===== src/sv/vcc_pkg.sv =====
// shared types, constants and helpers for the voxel confusion counter
`timescale 1ns / 1ps

package vcc_pkg;

  localparam int MAX_DIM     = 1024;
  localparam int DIM_W       = 11;
  localparam int POS_W       = $clog2(MAX_DIM);
  localparam int EXT_W       = (($clog2(MAX_DIM + 1) > DIM_W) ? $clog2(MAX_DIM + 1) : DIM_W) + 1;
  localparam int MARGIN_W    = 4;
  localparam int SCORE_W     = 16;
  localparam int LABEL_W     = 8;
  localparam int CNT_W       = 31;
  localparam int DEN_W       = CNT_W + 1;
  localparam int FRAC_W      = 16;
  localparam int RATE_W      = FRAC_W + 1;
  localparam int DIVD_W      = CNT_W + FRAC_W + 1;
  localparam int STEP_W      = $clog2(RATE_W);
  localparam int CFG_DATA_W  = 16;
  localparam int CFG_IDX_W   = 3;
  localparam int QUEUE_DEPTH = 4;
  localparam int Q_PTR_W     = $clog2(QUEUE_DEPTH);
  localparam int Q_CNT_W     = $clog2(QUEUE_DEPTH + 1);

  localparam int RST_DIM    = 1024;
  localparam int RST_MARGIN = 2;

  // configuration register indexes
  localparam logic [CFG_IDX_W-1:0] REG_THRESHOLD = 3'd0;
  localparam logic [CFG_IDX_W-1:0] REG_WIDTH     = 3'd1;
  localparam logic [CFG_IDX_W-1:0] REG_HEIGHT    = 3'd2;
  localparam logic [CFG_IDX_W-1:0] REG_DEPTH     = 3'd3;
  localparam logic [CFG_IDX_W-1:0] REG_MARGIN    = 3'd4;

  typedef struct packed {
    logic signed [SCORE_W-1:0] threshold;
    logic [DIM_W-1:0]          width;
    logic [DIM_W-1:0]          height;
    logic [DIM_W-1:0]          depth;
    logic [MARGIN_W-1:0]       margin;
  } cfg_t;

  typedef enum logic [2:0] {
    CLS_NONE,
    CLS_TP,
    CLS_FP,
    CLS_TN,
    CLS_FN
  } cls_t;

  typedef struct packed {
    cls_t cls;
    logic last;
  } q_entry_t;

  typedef enum logic [1:0] {
    BK_COUNT,
    BK_LOAD,
    BK_PREP,
    BK_STEP
  } bk_state_t;

  // zero acts as one, anything above the maximum is clamped
  function automatic logic [EXT_W-1:0] eff_dim(input logic [DIM_W-1:0] d);
    logic [EXT_W-1:0] de;
    de = EXT_W'(d);
    if (d == '0) return EXT_W'(1);
    if (de > EXT_W'(MAX_DIM)) return EXT_W'(MAX_DIM);
    return de;
  endfunction

  function automatic logic [CNT_W-1:0] sat_inc(input logic [CNT_W-1:0] c);
    return (&c) ? c : c + CNT_W'(1);
  endfunction

endpackage


===== src/sv/vcc_front.sv =====
// front end: voxel intake, coordinate tracking and classification
`timescale 1ns / 1ps

module vcc_front (
  input  logic                             clk,
  input  logic                             rst_n,
  input  vcc_pkg::cfg_t                    cfg,
  input  logic                             in_valid,
  output logic                             in_stall,
  input  logic signed [vcc_pkg::SCORE_W-1:0] in_score,
  input  logic [vcc_pkg::LABEL_W-1:0]      in_truth_label,
  input  logic                             q_full,
  output logic                             push,
  output vcc_pkg::q_entry_t                push_entry
);
  import vcc_pkg::*;

  logic [POS_W-1:0] x_r, y_r, z_r;
  logic [POS_W-1:0] x_nxt, y_nxt, z_nxt;
  logic [EXT_W-1:0] w, h, d, m, xe, ye, ze;
  logic             x_end, y_end, z_end, inner, detected, positive, accept;

  assign in_stall = q_full;
  assign accept   = in_valid && !q_full;

  always_comb begin
    w  = eff_dim(cfg.width);
    h  = eff_dim(cfg.height);
    d  = eff_dim(cfg.depth);
    m  = EXT_W'(cfg.margin);
    xe = EXT_W'(x_r);
    ye = EXT_W'(y_r);
    ze = EXT_W'(z_r);

    x_end = (xe + EXT_W'(1)) >= w;
    y_end = (ye + EXT_W'(1)) >= h;
    z_end = (ze + EXT_W'(1)) >= d;

    inner = (xe >= m) && (xe + m < w) &&
            (ye >= m) && (ye + m < h) &&
            (ze >= m) && (ze + m < d);

    detected = in_score >= cfg.threshold;
    positive = (in_truth_label == '0);

    push_entry.last = x_end && y_end && z_end;
    if (!inner) begin
      push_entry.cls = CLS_NONE;
    end else if (detected) begin
      push_entry.cls = positive ? CLS_TP : CLS_FP;
    end else begin
      push_entry.cls = positive ? CLS_FN : CLS_TN;
    end
    push = accept;

    x_nxt = x_r;
    y_nxt = y_r;
    z_nxt = z_r;
    if (accept) begin
      if (push_entry.last) begin
        x_nxt = '0;
        y_nxt = '0;
        z_nxt = '0;
      end else if (!x_end) begin
        x_nxt = x_r + POS_W'(1);
      end else begin
        x_nxt = '0;
        if (!y_end) begin
          y_nxt = y_r + POS_W'(1);
        end else begin
          y_nxt = '0;
          z_nxt = z_r + POS_W'(1);
        end
      end
    end
  end

  always_ff @(posedge clk) begin
    if (!rst_n) begin
      x_r <= '0;
      y_r <= '0;
      z_r <= '0;
    end else begin
      x_r <= x_nxt;
      y_r <= y_nxt;
      z_r <= z_nxt;
    end
  end

endmodule


===== src/sv/vcc_queue.sv =====
// short fifo of classified voxels between front and back
`timescale 1ns / 1ps

module vcc_queue (
  input  logic              clk,
  input  logic              rst_n,
  input  logic              push,
  input  vcc_pkg::q_entry_t push_entry,
  input  logic              pop,
  output vcc_pkg::q_entry_t head,
  output logic              head_valid,
  output logic              full
);
  import vcc_pkg::*;

  q_entry_t             mem_r [QUEUE_DEPTH];
  logic [Q_PTR_W-1:0]   wr_ptr_r, rd_ptr_r, wr_ptr_nxt, rd_ptr_nxt;
  logic [Q_CNT_W-1:0]   cnt_r, cnt_nxt;

  assign head       = mem_r[rd_ptr_r];
  assign head_valid = (cnt_r != '0);
  assign full       = (cnt_r == Q_CNT_W'(QUEUE_DEPTH));

  always_comb begin
    wr_ptr_nxt = wr_ptr_r;
    rd_ptr_nxt = rd_ptr_r;
    cnt_nxt    = cnt_r;
    if (push) begin
      wr_ptr_nxt = (wr_ptr_r == Q_PTR_W'(QUEUE_DEPTH - 1)) ? '0 : wr_ptr_r + Q_PTR_W'(1);
    end
    if (pop) begin
      rd_ptr_nxt = (rd_ptr_r == Q_PTR_W'(QUEUE_DEPTH - 1)) ? '0 : rd_ptr_r + Q_PTR_W'(1);
    end
    if (push && !pop) begin
      cnt_nxt = cnt_r + Q_CNT_W'(1);
    end else if (pop && !push) begin
      cnt_nxt = cnt_r - Q_CNT_W'(1);
    end
  end

  always_ff @(posedge clk) begin
    if (push) begin
      mem_r[wr_ptr_r] <= push_entry;
    end
  end

  always_ff @(posedge clk) begin
    if (!rst_n) begin
      wr_ptr_r <= '0;
      rd_ptr_r <= '0;
      cnt_r    <= '0;
    end else begin
      wr_ptr_r <= wr_ptr_nxt;
      rd_ptr_r <= rd_ptr_nxt;
      cnt_r    <= cnt_nxt;
    end
  end

endmodule


===== src/sv/vcc_back.sv =====
// back end: confusion counters and the shared serial rate divider
`timescale 1ns / 1ps

module vcc_back (
  input  logic                          clk,
  input  logic                          rst_n,
  input  vcc_pkg::q_entry_t             head,
  input  logic                          head_valid,
  output logic                          pop,
  output logic                          out_valid,
  input  logic                          out_stall,
  output logic [vcc_pkg::RATE_W-1:0]    out_true_positive_rate,
  output logic [vcc_pkg::RATE_W-1:0]    out_false_positive_rate,
  output logic [vcc_pkg::CNT_W-1:0]     out_tp_count,
  output logic [vcc_pkg::CNT_W-1:0]     out_fp_count,
  output logic [vcc_pkg::CNT_W-1:0]     out_tn_count,
  output logic [vcc_pkg::CNT_W-1:0]     out_fn_count,
  output logic                          out_tpr_undefined,
  output logic                          out_fpr_undefined
);
  import vcc_pkg::*;

  bk_state_t           state_r, state_nxt;
  logic [CNT_W-1:0]    tp_r, fp_r, tn_r, fn_r;
  logic [CNT_W-1:0]    tp_nxt, fp_nxt, tn_nxt, fn_nxt;
  logic [CNT_W-1:0]    tp_inc, fp_inc, tn_inc, fn_inc;
  logic [CNT_W-1:0]    otp_r, ofp_r, otn_r, ofn_r;
  logic [CNT_W-1:0]    otp_nxt, ofp_nxt, otn_nxt, ofn_nxt;
  logic [RATE_W-1:0]   tpr_r, fpr_r, tpr_nxt, fpr_nxt;
  logic                tpu_r, fpu_r, tpu_nxt, fpu_nxt;
  logic                valid_r, valid_nxt;
  logic                sel_r, sel_nxt;
  logic [DEN_W-1:0]    den_r, den_nxt, den_sum;
  logic [DEN_W-1:0]    rem_r, rem_nxt;
  logic [RATE_W-1:0]   quo_r, quo_nxt;
  logic [STEP_W-1:0]   step_r, step_nxt;
  logic [CNT_W-1:0]    num, oth;
  logic [DIVD_W-1:0]   dividend;
  logic [DEN_W:0]      trial;
  logic                ge;

  assign out_valid               = valid_r;
  assign out_true_positive_rate  = tpr_r;
  assign out_false_positive_rate = fpr_r;
  assign out_tp_count            = otp_r;
  assign out_fp_count            = ofp_r;
  assign out_tn_count            = otn_r;
  assign out_fn_count            = ofn_r;
  assign out_tpr_undefined       = tpu_r;
  assign out_fpr_undefined       = fpu_r;

  always_comb begin
    state_nxt = state_r;
    tp_nxt = tp_r;
    fp_nxt = fp_r;
    tn_nxt = tn_r;
    fn_nxt = fn_r;
    otp_nxt = otp_r;
    ofp_nxt = ofp_r;
    otn_nxt = otn_r;
    ofn_nxt = ofn_r;
    tpr_nxt = tpr_r;
    fpr_nxt = fpr_r;
    tpu_nxt = tpu_r;
    fpu_nxt = fpu_r;
    valid_nxt = valid_r && out_stall;
    sel_nxt  = sel_r;
    den_nxt  = den_r;
    rem_nxt  = rem_r;
    quo_nxt  = quo_r;
    step_nxt = step_r;
    pop      = 1'b0;

    num = sel_r ? ofp_r : otp_r;
    oth = sel_r ? otn_r : ofn_r;
    den_sum  = DEN_W'(num) + DEN_W'(oth);
    // num * 2^16 plus half the denominator, for round half up
    dividend = {1'b0, num, FRAC_W'(0)} + DIVD_W'(den_r[DEN_W-1:1]);
    trial    = {rem_r, quo_r[RATE_W-1]};
    ge       = trial >= {1'b0, den_r};

    tp_inc = (head.cls == CLS_TP) ? sat_inc(tp_r) : tp_r;
    fp_inc = (head.cls == CLS_FP) ? sat_inc(fp_r) : fp_r;
    tn_inc = (head.cls == CLS_TN) ? sat_inc(tn_r) : tn_r;
    fn_inc = (head.cls == CLS_FN) ? sat_inc(fn_r) : fn_r;

    unique case (state_r)
      BK_COUNT: begin
        // the closing voxel waits until the previous result is taken
        pop = head_valid && (!head.last || !valid_r);
        if (pop) begin
          if (head.last) begin
            otp_nxt   = tp_inc;
            ofp_nxt   = fp_inc;
            otn_nxt   = tn_inc;
            ofn_nxt   = fn_inc;
            tp_nxt    = '0;
            fp_nxt    = '0;
            tn_nxt    = '0;
            fn_nxt    = '0;
            sel_nxt   = 1'b0;
            state_nxt = BK_LOAD;
          end else begin
            tp_nxt = tp_inc;
            fp_nxt = fp_inc;
            tn_nxt = tn_inc;
            fn_nxt = fn_inc;
          end
        end
      end
      BK_LOAD: begin
        den_nxt = den_sum;
        if (den_sum == '0) begin
          if (sel_r) begin
            fpu_nxt   = 1'b1;
            fpr_nxt   = '0;
            valid_nxt = 1'b1;
            state_nxt = BK_COUNT;
          end else begin
            tpu_nxt = 1'b1;
            tpr_nxt = '0;
            sel_nxt = 1'b1;
          end
        end else begin
          if (sel_r) begin
            fpu_nxt = 1'b0;
          end else begin
            tpu_nxt = 1'b0;
          end
          state_nxt = BK_PREP;
        end
      end
      BK_PREP: begin
        rem_nxt   = DEN_W'(dividend[DIVD_W-1:RATE_W]);
        quo_nxt   = dividend[RATE_W-1:0];
        step_nxt  = '0;
        state_nxt = BK_STEP;
      end
      BK_STEP: begin
        // restoring division, one quotient bit per cycle shifted into quo
        rem_nxt  = ge ? DEN_W'(trial - {1'b0, den_r}) : trial[DEN_W-1:0];
        quo_nxt  = {quo_r[RATE_W-2:0], ge};
        step_nxt = step_r + STEP_W'(1);
        if (step_r == STEP_W'(RATE_W - 1)) begin
          if (sel_r) begin
            fpr_nxt   = quo_nxt;
            valid_nxt = 1'b1;
            state_nxt = BK_COUNT;
          end else begin
            tpr_nxt   = quo_nxt;
            sel_nxt   = 1'b1;
            state_nxt = BK_LOAD;
          end
        end
      end
      default: state_nxt = BK_COUNT;
    endcase
  end

  always_ff @(posedge clk) begin
    if (!rst_n) begin
      state_r <= BK_COUNT;
      tp_r    <= '0;
      fp_r    <= '0;
      tn_r    <= '0;
      fn_r    <= '0;
      valid_r <= 1'b0;
      sel_r   <= 1'b0;
    end else begin
      state_r <= state_nxt;
      tp_r    <= tp_nxt;
      fp_r    <= fp_nxt;
      tn_r    <= tn_nxt;
      fn_r    <= fn_nxt;
      valid_r <= valid_nxt;
      sel_r   <= sel_nxt;
    end
  end

  always_ff @(posedge clk) begin
    otp_r  <= otp_nxt;
    ofp_r  <= ofp_nxt;
    otn_r  <= otn_nxt;
    ofn_r  <= ofn_nxt;
    tpr_r  <= tpr_nxt;
    fpr_r  <= fpr_nxt;
    tpu_r  <= tpu_nxt;
    fpu_r  <= fpu_nxt;
    den_r  <= den_nxt;
    rem_r  <= rem_nxt;
    quo_r  <= quo_nxt;
    step_r <= step_nxt;
  end

endmodule


===== src/sv/voxel_confusion_counter.sv =====
// top level of the voxel confusion counter: configuration registers and wiring
//
// Voxels of one volume arrive on the in_ channel in raster order, x fastest,
// each a Q8.8 score and a truth label; a transaction completes when in_valid
// is high and in_stall is low. The block keeps the coordinates itself.
// Only the final voxel of a volume produces a transaction on the out_ channel:
// the four counts, both Q1.16 rates and their undefined flags.
// Voxels are taken one per cycle unless the queue is full (in_stall high); a
// four-entry queue sits between intake and the counters. After the final
// voxel the rate divider runs twice, once per rate (load, prepare and 17
// quotient steps), or only its load step when that rate's denominator is
// zero; meanwhile the next volume keeps entering until the queue is full.
// If out_stall holds the result, counting of the next volume goes on and only
// its final voxel waits. The cfg_ port writes registers; the user must use it
// only while the block is idle, which the block itself does not enforce.
// Reset (rst_n low, synchronous) clears coordinates, counters and the queue
// and restores the register defaults.
`timescale 1ns / 1ps

module voxel_confusion_counter (
  input  logic                               clk,
  input  logic                               rst_n,
  input  logic                               cfg_we,
  input  logic [vcc_pkg::CFG_IDX_W-1:0]      cfg_index,
  input  logic [vcc_pkg::CFG_DATA_W-1:0]     cfg_wdata,
  input  logic                               in_valid,
  output logic                               in_stall,
  input  logic signed [vcc_pkg::SCORE_W-1:0] in_score,
  input  logic [vcc_pkg::LABEL_W-1:0]        in_truth_label,
  output logic                               out_valid,
  input  logic                               out_stall,
  output logic [vcc_pkg::RATE_W-1:0]         out_true_positive_rate,
  output logic [vcc_pkg::RATE_W-1:0]         out_false_positive_rate,
  output logic [vcc_pkg::CNT_W-1:0]          out_tp_count,
  output logic [vcc_pkg::CNT_W-1:0]          out_fp_count,
  output logic [vcc_pkg::CNT_W-1:0]          out_tn_count,
  output logic [vcc_pkg::CNT_W-1:0]          out_fn_count,
  output logic                               out_tpr_undefined,
  output logic                               out_fpr_undefined
);
  import vcc_pkg::*;

  cfg_t     cfg_r, cfg_nxt;
  q_entry_t push_entry, head;
  logic     push, pop, head_valid, q_full;

  always_comb begin
    cfg_nxt = cfg_r;
    if (cfg_we) begin
      unique case (cfg_index)
        REG_THRESHOLD: cfg_nxt.threshold = cfg_wdata;
        REG_WIDTH:     cfg_nxt.width     = cfg_wdata[DIM_W-1:0];
        REG_HEIGHT:    cfg_nxt.height    = cfg_wdata[DIM_W-1:0];
        REG_DEPTH:     cfg_nxt.depth     = cfg_wdata[DIM_W-1:0];
        REG_MARGIN:    cfg_nxt.margin    = cfg_wdata[MARGIN_W-1:0];
        default:       cfg_nxt = cfg_r;
      endcase
    end
  end

  always_ff @(posedge clk) begin
    if (!rst_n) begin
      cfg_r.threshold <= '0;
      cfg_r.width     <= DIM_W'(RST_DIM);
      cfg_r.height    <= DIM_W'(RST_DIM);
      cfg_r.depth     <= DIM_W'(RST_DIM);
      cfg_r.margin    <= MARGIN_W'(RST_MARGIN);
    end else begin
      cfg_r <= cfg_nxt;
    end
  end

  vcc_front u_front (
    .clk            (clk),
    .rst_n          (rst_n),
    .cfg            (cfg_r),
    .in_valid       (in_valid),
    .in_stall       (in_stall),
    .in_score       (in_score),
    .in_truth_label (in_truth_label),
    .q_full         (q_full),
    .push           (push),
    .push_entry     (push_entry)
  );

  vcc_queue u_queue (
    .clk        (clk),
    .rst_n      (rst_n),
    .push       (push),
    .push_entry (push_entry),
    .pop        (pop),
    .head       (head),
    .head_valid (head_valid),
    .full       (q_full)
  );

  vcc_back u_back (
    .clk                     (clk),
    .rst_n                   (rst_n),
    .head                    (head),
    .head_valid              (head_valid),
    .pop                     (pop),
    .out_valid               (out_valid),
    .out_stall               (out_stall),
    .out_true_positive_rate  (out_true_positive_rate),
    .out_false_positive_rate (out_false_positive_rate),
    .out_tp_count            (out_tp_count),
    .out_fp_count            (out_fp_count),
    .out_tn_count            (out_tn_count),
    .out_fn_count            (out_fn_count),
    .out_tpr_undefined       (out_tpr_undefined),
    .out_fpr_undefined       (out_fpr_undefined)
  );

endmodule


===== config.mk =====
export PLATFORM = sky130hd
export DESIGN_NAME = voxel_confusion_counter
export DESIGN_NICKNAME = d
export VERILOG_FILES = /design/src/sv/vcc_pkg.sv /design/src/sv/vcc_front.sv /design/src/sv/vcc_queue.sv /design/src/sv/vcc_back.sv /design/src/sv/voxel_confusion_counter.sv
export SDC_FILE = /design/constraint.sdc
export NUM_CORES = 1
export LEC_CHECK = 0
export ABC_AREA = 1
export BUFFER_PORTS_ARGS = -buffer_cell sky130_fd_sc_hd__buf_2
export CAP_MARGIN = 20
export CORE_MARGIN = 5
export CORE_UTILIZATION = 35
export DETAILED_ROUTE_END_ITERATION = 12
export HOLD_SLACK_MARGIN = 0.1
export PLACE_DENSITY_LB_ADDON = 0.1
export RECOVER_POWER = 50
export SYNTH_ARGS = -nofsm -noshare
export SYNTH_HDL_FRONTEND = slang
export SYNTH_HIERARCHICAL = 1
export SYNTH_SLANG_ARGS = --single-unit

===== constraint.sdc =====
create_clock -name clk -period 7.3 [get_ports clk]
set_input_delay 1.46 -clock clk [delete_from_list [all_inputs] [get_ports clk]]
set_output_delay 1.46 -clock clk [all_outputs]
set_load 0.05 [all_outputs]

==> results_dict.tcl, run 1 <==
set metrics [dict create \
    grt_first_pass_wirelength_mm 170 \
    io_pins 210 \
    cts_inserted_buffers 58 \
    grt_pass1_vias 26893 \
    cts_hold_buf 0 \
    post-route-util_pct 39.6 \
    final_max_slew_viol_count 203 \
    fp-row-count 110 \
    met2_usage_pct 34.8 \
    placed_area_um2 33900 \
    worstMarginPinSlew_ps 3460 \
    relSlewSlack_pct -130 \
    final_area_um2 35600 \
    skew_ps 51.0 \
    cp-end-kind "flop" \
    violations "capacitance limit, slew limit" \
    fmaxAchievable_ghz 0.165 \
    drc 0 \
    synth-main-ff-cell "edfxtp_1" \
    die_h_um 311 \
    arrival_ps 6420 \
    crit_type "flop to flop" \
    via_per_inst 5.00 \
    core_um2 90000 \
    r2r_slack_ps 1250 \
    grt_overflow_total 0 \
    power.leakage_nw 15.5 \
    cts_buffer_depth 3 \
    ctsRootBufferMaster "clkbuf_16" \
    synth_area_per_cell_um2 7.32 \
    tritoncts "done" \
    finalCritPeriodShare_pct 82.8 \
    clkTransAtPathRegs_ps 60 \
    fin_nets 4751 \
    synthArstFlopShare_pct 0 \
    ant_nets 0 \
    hold_viol 0 \
    syn2layout_area_growth_pct 12.3 \
    grt_usage_pct 22.7 \
    vdd_drop_max_v 0.000263 \
    clkLatencyLatePin_ps 680 \
    ff2ff_path_depth 8 \
    start_util_pct 35.3 \
    p_per_area_nw_per_um2 441 \
    place_congestion 0.974 \
    dieArea_um2 96800 \
    start_kind "flop" \
    cts.sinks 482 \
    min_period_ps 6050 \
    min_path_type "flop to flop" \
    path_max_fanout 58 \
    die_w_um 311 \
    setup-tns-final_ps 0 \
    hold_ws_ps 477 \
    grt_busiest_layer "met2" \
    synth_cells 4332 \
    portBuffers 209 \
    nFillCells 9695 \
    antenna_found_initial 6 \
    routed_wl_mm 115 \
    endpoint "u_back/rem_r[30]" \
    status "complete, but fails checks" \
    dr.pass1.iters 5 \
    wire_per_inst_um 20.0 \
    grt_util_met3_pct 4.78 \
    setup_viol 0 \
    synth_seq_cells 482 \
    drt_iter0_drc 2642 \
    drive_gt1_share_pct 6.04 \
    yosys_warnings 6 \
    vias 28666 \
    rsz0062_at_grt "false" \
    ctsResizeCount 0 \
    synth_edf_count 262 \
    post-dp-hpwl_mm 91.0 \
    yosysSeqAreaShare_pct 38.7 \
    synth_cell_types 65 \
    maxCapViolCount 4 \
    grt_start_max_net_pins 76 \
    r2r_end "u_back/rem_r[30]" \
    synth_nets 4582 \
    cts_setup_buffers 0 \
    cp_data_required_time_ps 7670 \
    syn_area_um2 31700 \
    h-tree-depth 2 \
    use_met1_pct 32.3 \
]
flip-flops by register name, summed over array words and instances, names as in the netlist, 31 cells and up, named ones only:
signal               count
cfg_r                   53
u_back/den_r            32
u_back/fn_r             31
u_back/fp_r             31
u_back/out_fn_count     31
u_back/out_fp_count     31
u_back/out_tn_count     31
u_back/out_tp_count     31
u_back/rem_r            32
u_back/tn_r             31
u_back/tp_r             31
cells by family after synthesis:
family	synth area share [%]
buf+inv	9.14
simple gates	28.7
flops	38.7
xor+xnor	5.35
fa+ha+maj	8.13
compound gates	9.97
cells in the mapped netlist (4+ instances only):
library cell  instances  share of area, %
o211ai_1             13              0.31
nand4_1              59               1.2
nand2_1            1208                14
nor3_2                7              0.22
a21oi_2               4              0.11
buf_2                21              0.33
a21boi_0              8              0.19
xnor2_1              53               1.5
nor3_1               89               1.4
fa_1                  7              0.44
nor4_1               32              0.63
o21bai_1             26              0.62
o22ai_1               6              0.12
a31oi_1               7              0.14
inv_1               608               7.2
a221oi_1              4              0.11
nand3b_1              7              0.17
a21oi_1             261               4.1
nand2_4               5              0.18
edfxtp_1            262                25
o21ai_0             166               2.6
or2_2                29              0.57
a211oi_1              7              0.17
nand3_1             244               3.8
a21o_1               13              0.31
dfxtp_1             220                14
clkbuf_1             76              0.90
o21ai_1              22              0.35
and3_1                4             0.079
buf_6                 4              0.14
and2_1                6              0.12
o21a_1                6              0.14
xor2_1              139               3.8
nor2_1              407               4.8
nor2_2               14              0.28
inv_2                15              0.18
nand2_2              15              0.30
buf_4                 4             0.095
buf_1                11              0.13
ha_1                195               7.7
worst min-delay path by stage:
stage                    start               to  slack [ps]  cells after the start
6_report             cfg_r[49]        cfg_r[49]         480                      2
5_1_grt         u_back/fn_r[3]   u_back/fn_r[3]         500                      2
4_1_cts        u_back/fp_r[28]  u_back/fp_r[28]         480                      2
3_5_place_dp   u_back/fp_r[28]  u_back/fp_r[28]         460                      2
3_3_place_gp   u_back/fp_r[28]  u_back/fp_r[28]         460                      2
2_1_floorplan        cfg_r[25]        cfg_r[25]         440                      2
through the flow:
step | total power [mW] | setup slack, ps | instances
3_3_place_gp | 12.8 | 2050 | 5617
5_1_grt | 16.7 | 847 | 5727
6_report | 15.7 | 1250 | 5728
2_1_floorplan | 9.85 | 528 | 4332
4_1_cts | 15.8 | 2060 | 5727
3_5_place_dp | 12.7 | 2070 | 5617
metal layers:
| layer | vias to the layer above | routed length [µm] |
|---|---|---|
| met5 | - | 0 |
| met1 | 13388 | 53900 |
| li1 | 14374 | - |
| met3 | 142 | 7840 |
| met4 | 0 | 3410 |
| met2 | 762 | 49400 |
power breakdown:
part	internal (mW)	switching, mW
clock network	1.77	1.23
logic	2.13	6.14
registers	3.79	0.653
total	7.69	8.02
area by class of cell:
| cell class | instances | area (µm²) | area share [%] |
|---|---|---|---|
| Tap cell | 1176 | 1470 | 4.13 |
| Timing Repair Buffer | 229 | 985 | 2.76 |
| Clock inverter | 36 | 413 | 1.16 |
| Clock buffer | 74 | 1560 | 4.39 |
| Multi-Input combinational cell | 3102 | 16500 | 46.5 |
| Sequential cell | 482 | 12300 | 34.5 |
| Antenna cell | 1 | 2.50 | 0.00703 |
| Inverter | 628 | 2370 | 6.65 |
critical path, cell delays in order, from the launching register on:
cell	delay, ps
dfxtp_1	330
clkbuf_1	2420
nand2_2	730
buf_4	570
clkinv_1	90
clkbuf_2	840
o21ai_0	220
o21bai_1	270
o21ai_0	220
cell usage in the layout (no fill, tap or decap), types with 15 or more instances in the layout:
master | synthesis | layout
nand2_1 | 1208 | 1208
a21oi_1 | 261 | 261
clkbuf_16 | 0 | 59
edfxtp_1 | 262 | 262
inv_1 | 608 | 608
o21ai_1 | 22 | 20
o21bai_1 | 26 | 26
buf_2 | 21 | 60
nand4_1 | 59 | 59
nand2_2 | 15 | 15
dfxtp_1 | 220 | 220
clkbuf_1 | 76 | 167
o21ai_0 | 166 | 169
ha_1 | 195 | 195
xnor2_1 | 53 | 53
xor2_1 | 139 | 139
nor2_1 | 407 | 406
nor4_1 | 32 | 33
nand3_1 | 244 | 244
nor3_1 | 89 | 90
or2_2 | 29 | 29
Power figures use the tool's default switching activity.
==> inputs of run 2 (changes only) <==
==> constraint.sdc (replaced) <==
create_clock -name clk -period 5.4 [get_ports clk]
set_input_delay 1.08 -clock clk [delete_from_list [all_inputs] [get_ports clk]]
set_output_delay 1.08 -clock clk [all_outputs]
set_load 0.05 [all_outputs]
==> results_dict.tcl, run 2 (synthesis results as in run 1) <==
set metrics [dict create \
    relSlewSlack_pct -127 \
    ctsResizeCount 0 \
    regMostFlops "cfg_r" \
    cp_slowest_cell "dfxtp_2" \
    drt_iter0_drc 2528 \
    antenna_found_initial 7 \
    worstPathCellList "inv_1, or2_2, o21ai_0, inv_1, ha_1, nand2_1, nor2_1, inv_1, nor3_1, and2_1, nand2_1, nand3_1, nand2_1, nor2_1, nand2_1, nor2_1, nand3_1, nand2_2, nand3_2, nor2_2, buf_4" \
    wire_per_inst_um 19.6 \
    min_period_ps 4840 \
    setup-tns-final_ps 0 \
    min_path_type "flop to flop" \
    fp-row-count 110 \
    arrival_ps 5140 \
    grt_start_max_net_pins 97 \
    grt_pass1_vias 27660 \
    start_kind "flop" \
    drive_gt1_share_pct 6.23 \
    largestRegisters "cfg_r: 53 flops, u_back/den_r: 32 flops, u_back/rem_r: 32 flops" \
    start_util_pct 35.3 \
    dieArea_um2 96800 \
    post-dp-hpwl_mm 90.0 \
    tritoncts "done" \
    dr.pass1.iters 6 \
    die_h_um 311 \
    routed_wl_mm 113 \
    via_per_inst 5.03 \
    p_per_area_nw_per_um2 605 \
    status "complete, but fails checks" \
    finalCritPeriodShare_pct 89.6 \
    path_max_fanout 19 \
    hold_viol 0 \
    skew_ps 54.8 \
    ant_nets 0 \
    violations "capacitance limit, slew limit" \
    clkTransAtPathRegs_ps 60 \
    cts_buffer_depth 3 \
    die_w_um 311 \
    drc 0 \
    final_common_cell "nand2_1" \
    final_cell_mix "nand2_1 (1208), inv_1 (609), nor2_1 (406)" \
    worstMarginPinSlew_ps 3410 \
    cts_setup_buffers 0 \
    grt_overflow_total 0 \
    place_congestion 0.958 \
    largest_register_ffs 53 \
    hold_ws_ps 467 \
    fin_nets 4757 \
    clkLatencyLatePin_ps 640 \
    final_max_slew_viol_count 137 \
    cts_inserted_buffers 58 \
    cts.sinks 482 \
    setup_viol 0 \
    vias 28830 \
    critPathMaxStageDelay_ps 510 \
    ctsRootBufferMaster "clkbuf_16" \
    cp-end-kind "flop" \
    power.leakage_nw 15.7 \
    crit_type "flop to flop" \
    rsz0062_at_grt "false" \
    grt_first_pass_wirelength_mm 170 \
    maxCapViolCount 3 \
    fmaxAchievable_ghz 0.207 \
    h-tree-depth 2 \
    portBuffers 209 \
    path_buf_inv 4 \
    path_common_cell "nand2_1" \
    io_pins 210 \
    diodes 0 \
    syn2layout_area_growth_pct 13.4 \
    vdd_drop_max_v 0.000374 \
    grt_usage_pct 22.4 \
    cp_data_required_time_ps 5700 \
    cts_hold_buf 0 \
    core_um2 90000 \
    critPathTopFamily "simple AND/OR/NAND/NOR gates" \
]
==> run 2: area by class of cell <==
cell class | count | area [µm²]
clock buffers | 65 | 1520
clock inverters | 45 | 724
inverters | 628 | 2370
repair buffers | 235 | 1060
multi-input cells | 3102 | 16600
fillers | 9648 | 54000
well taps | 1176 | 1470
flip-flops and latches | 482 | 12300
==> run 2: power by group <==
group / switching [mW] / internal, mW / total (mW)
Clock: 1.70 / 2.86 / 4.55
Sequential: 0.883 / 5.12 / 6.00
Combinational: 8.29 / 2.91 / 11.2
==> run 2: path summary, 6_finish.rpt <==
check	from	to	slack [ps]	depth (start not counted)
worst max-delay path	u_back/sel_r	u_back/out_true_positive_rate[14]	560	21
worst min-delay path	u_back/fp_r[28]	u_back/fp_r[28]	470	2
worst max register to register	u_back/sel_r	u_back/out_true_positive_rate[14]	560	21
worst min register to register	u_back/fp_r[28]	u_back/fp_r[28]	470	2
==> run 2: per-layer routing <==
layer	global-route usage [%]	share of wire (%)	vias up
met5	0	0	-
met4	5.48	2.7	0
met3	2.99	6.0	139
met2	35.0	43	831
met1	32.8	48	13470
li1	-	-	14390
==> run 2: stage by stage <==
stage	setup slack, ps	util (%)	cells	area [µm²]	total power, mW
2_1_floorplan	712	-	4332	31700	13.3
3_3_place_gp	854	37.8	5623	34000	17.3
3_5_place_dp	824	37.8	5623	34000	17.2
4_1_cts	804	40.3	5733	36200	21.9
5_1_grt	224	40.0	5733	36000	23.1
6_report	561	40.0	5733	36000	21.8
==> run 2: worst register-to-register path, stage by stage, from the launching register on <==
cell     delay, ps
dfxtp_2        510
inv_1          350
or2_2          390
o21ai_0        180
inv_1          220
ha_1           490
nand2_1        190
nor2_1         160
inv_1           70
nor3_1         340
and2_1         190
nand2_1         60
nand3_1         70
nand2_1         80
nor2_1          80
nand2_1         90
nor2_1         140
nand3_1        220
nand2_2        160
nand3_2        120
nor2_2         100
buf_4          270
==> inputs of run 3 (changes only) <==
--- a/config.mk
+++ b/config.mk
@@ -6,7 +6,7 @@
 export NUM_CORES = 1
 export LEC_CHECK = 0
 export ABC_AREA = 1
-export BUFFER_PORTS_ARGS = -buffer_cell sky130_fd_sc_hd__buf_2
+export BUFFER_PORTS_ARGS = -buffer_cell sky130_fd_sc_hd__clkbuf_2
 export CAP_MARGIN = 20
 export CORE_MARGIN = 5
 export CORE_UTILIZATION = 35
==> results_dict.tcl, run 3 (synthesis results as in run 1) <==
set metrics [dict create \
    h-tree-depth 2 \
    vias 28672 \
    regMostFlops "cfg_r" \
    fp-row-count 110 \
    finalNonFillerCells 5736 \
    worstMarginPinSlew_ps 2530 \
    setup-tns-final_ps 0 \
    grt_usage_pct 22.4 \
    routed_wl_mm 112 \
    wire_per_inst_um 19.6 \
    hold_viol 0 \
    r2r_end "u_back/out_false_positive_rate[9]" \
    dieArea_um2 96800 \
    pwr-share-seq_pct 27.7 \
    pwr-share-clk_pct 19.9 \
    die_w_um 311 \
    grt_overflow_total 0 \
    setup_viol 0 \
    portBuffers 209 \
    via_per_inst 5.00 \
    drt_iter0_drc 2423 \
    cts_buffer_depth 3 \
    largestRegisters "cfg_r: 53 flops, u_back/den_r: 32 flops, u_back/rem_r: 32 flops" \
    finalCritPeriodShare_pct 92.4 \
    netSwitchingFraction_pct 50.7 \
    ctsResizeCount 0 \
    min_period_ps 4990 \
    antenna_found_initial 8 \
    vdd_drop_max_v 0.000366 \
    ctsRootBufferMaster "clkbuf_16" \
    final_area_um2 35800 \
    final_cell_mix "nand2_1 (1209), inv_1 (609), nor2_1 (406)" \
    drc 0 \
    grt_first_pass_wirelength_mm 170 \
    cp_slowest_cell "o21ai_0" \
    p_per_area_nw_per_um2 598 \
    maxCapViolCount 5 \
    drive_gt1_share_pct 6.10 \
    skew_ps 61.4 \
    min_path_cells 2 \
    place_congestion 0.980 \
    path_max_fanout 67 \
    final_common_cell "nand2_1" \
    path_common_cell "nand2_1" \
    syn2layout_area_growth_pct 12.9 \
    fin_nets 4760 \
    cts_setup_buffers 0 \
    start_util_pct 35.3 \
    cts_hold_buf 0 \
    die_h_um 311 \
    rsz0062_at_grt "false" \
    post-dp-hpwl_mm 89.4 \
    io_pins 210 \
    p_total_mw 21.4 \
    clkLatencyLatePin_ps 670 \
    placed_area_um2 34000 \
    hold_path_end "u_back/fp_r[28]" \
    final_max_slew_viol_count 216 \
    p_comb_share_pct 52.5 \
    cts.sinks 482 \
    ff2ff_path_depth 18 \
    critPathMaxStageDelay_ps 850 \
    grt_pass1_vias 27190 \
    cp_data_required_time_ps 5730 \
    core_um2 90000 \
    status "complete, but fails checks" \
    ant_nets 0 \
    power.leakage_nw 15.6 \
    clkTransAtPathRegs_ps 60 \
    cp-end-kind "flop" \
    start_kind "flop" \
    r2r-start "u_back/sel_r" \
    relSlewSlack_pct -68.7 \
    p_switching_mw 10.9 \
    setup_ws_ps 410 \
    fmaxAchievable_ghz 0.200 \
    crit_type "flop to flop" \
    hold_start "u_back/fp_r[28]" \
    violations "capacitance limit, slew limit" \
    r2r_slack_ps 410 \
    dr.pass1.iters 5 \
    grt_start_max_net_pins 68 \
    critPathTopFamily "simple AND/OR/NAND/NOR gates" \
    largest_register_ffs 53 \
    tritoncts "done" \
    cts_inserted_buffers 57 \
    worstPathCellList "buf_12, o21ai_0, inv_1, ha_1, nand2_1, nor3_1, and2_1, nand2_1, nand3_1, nand2_1, inv_1, nand2_1, nor2_1, nand3_1, nand2_2, nand3_2, nor2_2, buf_4" \
    arrival_ps 5320 \
    path_buf_inv 4 \
    dp_cells 5627 \
    p_int_mw 10.6 \
    pre_cts_slack_ps 621 \
    min_path_type "flop to flop" \
]
run 3: changes by cell type in the layout (fill, tap and decap cells not counted), sizes merged:
cell	previous run	this run
clkinvlp	10	6
buf	66	23
clkinv	19	24
diode	0	1
inv	627	626
clkbuf	234	287
bufinv	17	9
run 3: power groups by stage:
stage	combinational (mW)	clock [mW]	sequential [mW]
after floorplan	6.64	0	6.64
after global placement	11.3	0	6.00
after detailed placement	11.2	0	5.99
after CTS	11.3	4.36	5.91
after global routing	12.3	4.52	5.97
final	11.2	4.26	5.93
run 3: how the worst max path moves through the flow:
stage                  from                                  to  slack, ps  cells after the start
5_1_grt                flop                     u_back/fn_r[10]        150                     10
6_report       u_back/sel_r   u_back/out_false_positive_rate[9]        410                     18
4_1_cts        u_back/sel_r   u_back/out_false_positive_rate[9]        590                     20
2_1_floorplan          flop              u_back/out_fn_count[0]        710                      7
3_3_place_gp   u_back/sel_r  u_back/out_false_positive_rate[12]        590                     18
3_5_place_dp   u_back/sel_r  u_back/out_false_positive_rate[12]        620                     20
run 3: routing by layer:
metal	GRT usage, %	vias to the layer above	part of all wire (%)
li1	-	14389	-
met1	33.1	13398	49
met2	34.5	755	43
met3	3.21	130	5.7
met4	5.80	0	2.7
met5	0	-	0
run 3: cell type report:
| cell class | count | area, µm² |
|---|---|---|
| antenna | 1 | 2.50 |
| clock buffer | 71 | 1590 |
| clock inverter | 37 | 505 |
| fill | 9682 | 54200 |
| inverter | 628 | 2370 |
| multi-input combinational | 3102 | 16500 |
| sequential | 482 | 12300 |
| tap | 1176 | 1470 |
| timing repair buffer | 239 | 1080 |
run 3: per-stage QoR:
stage	hold slack [ps]	util, %
floorplan	441	-
global placement	457	37.8
detailed placement	459	37.8
CTS	468	40.1
global route	500	39.8
finish	467	39.8
run 3: worst min-delay path: stages, from the launching register on:
cell and delay (ps):
dfxtp_1 310, nand2_1 60, a21oi_1 60
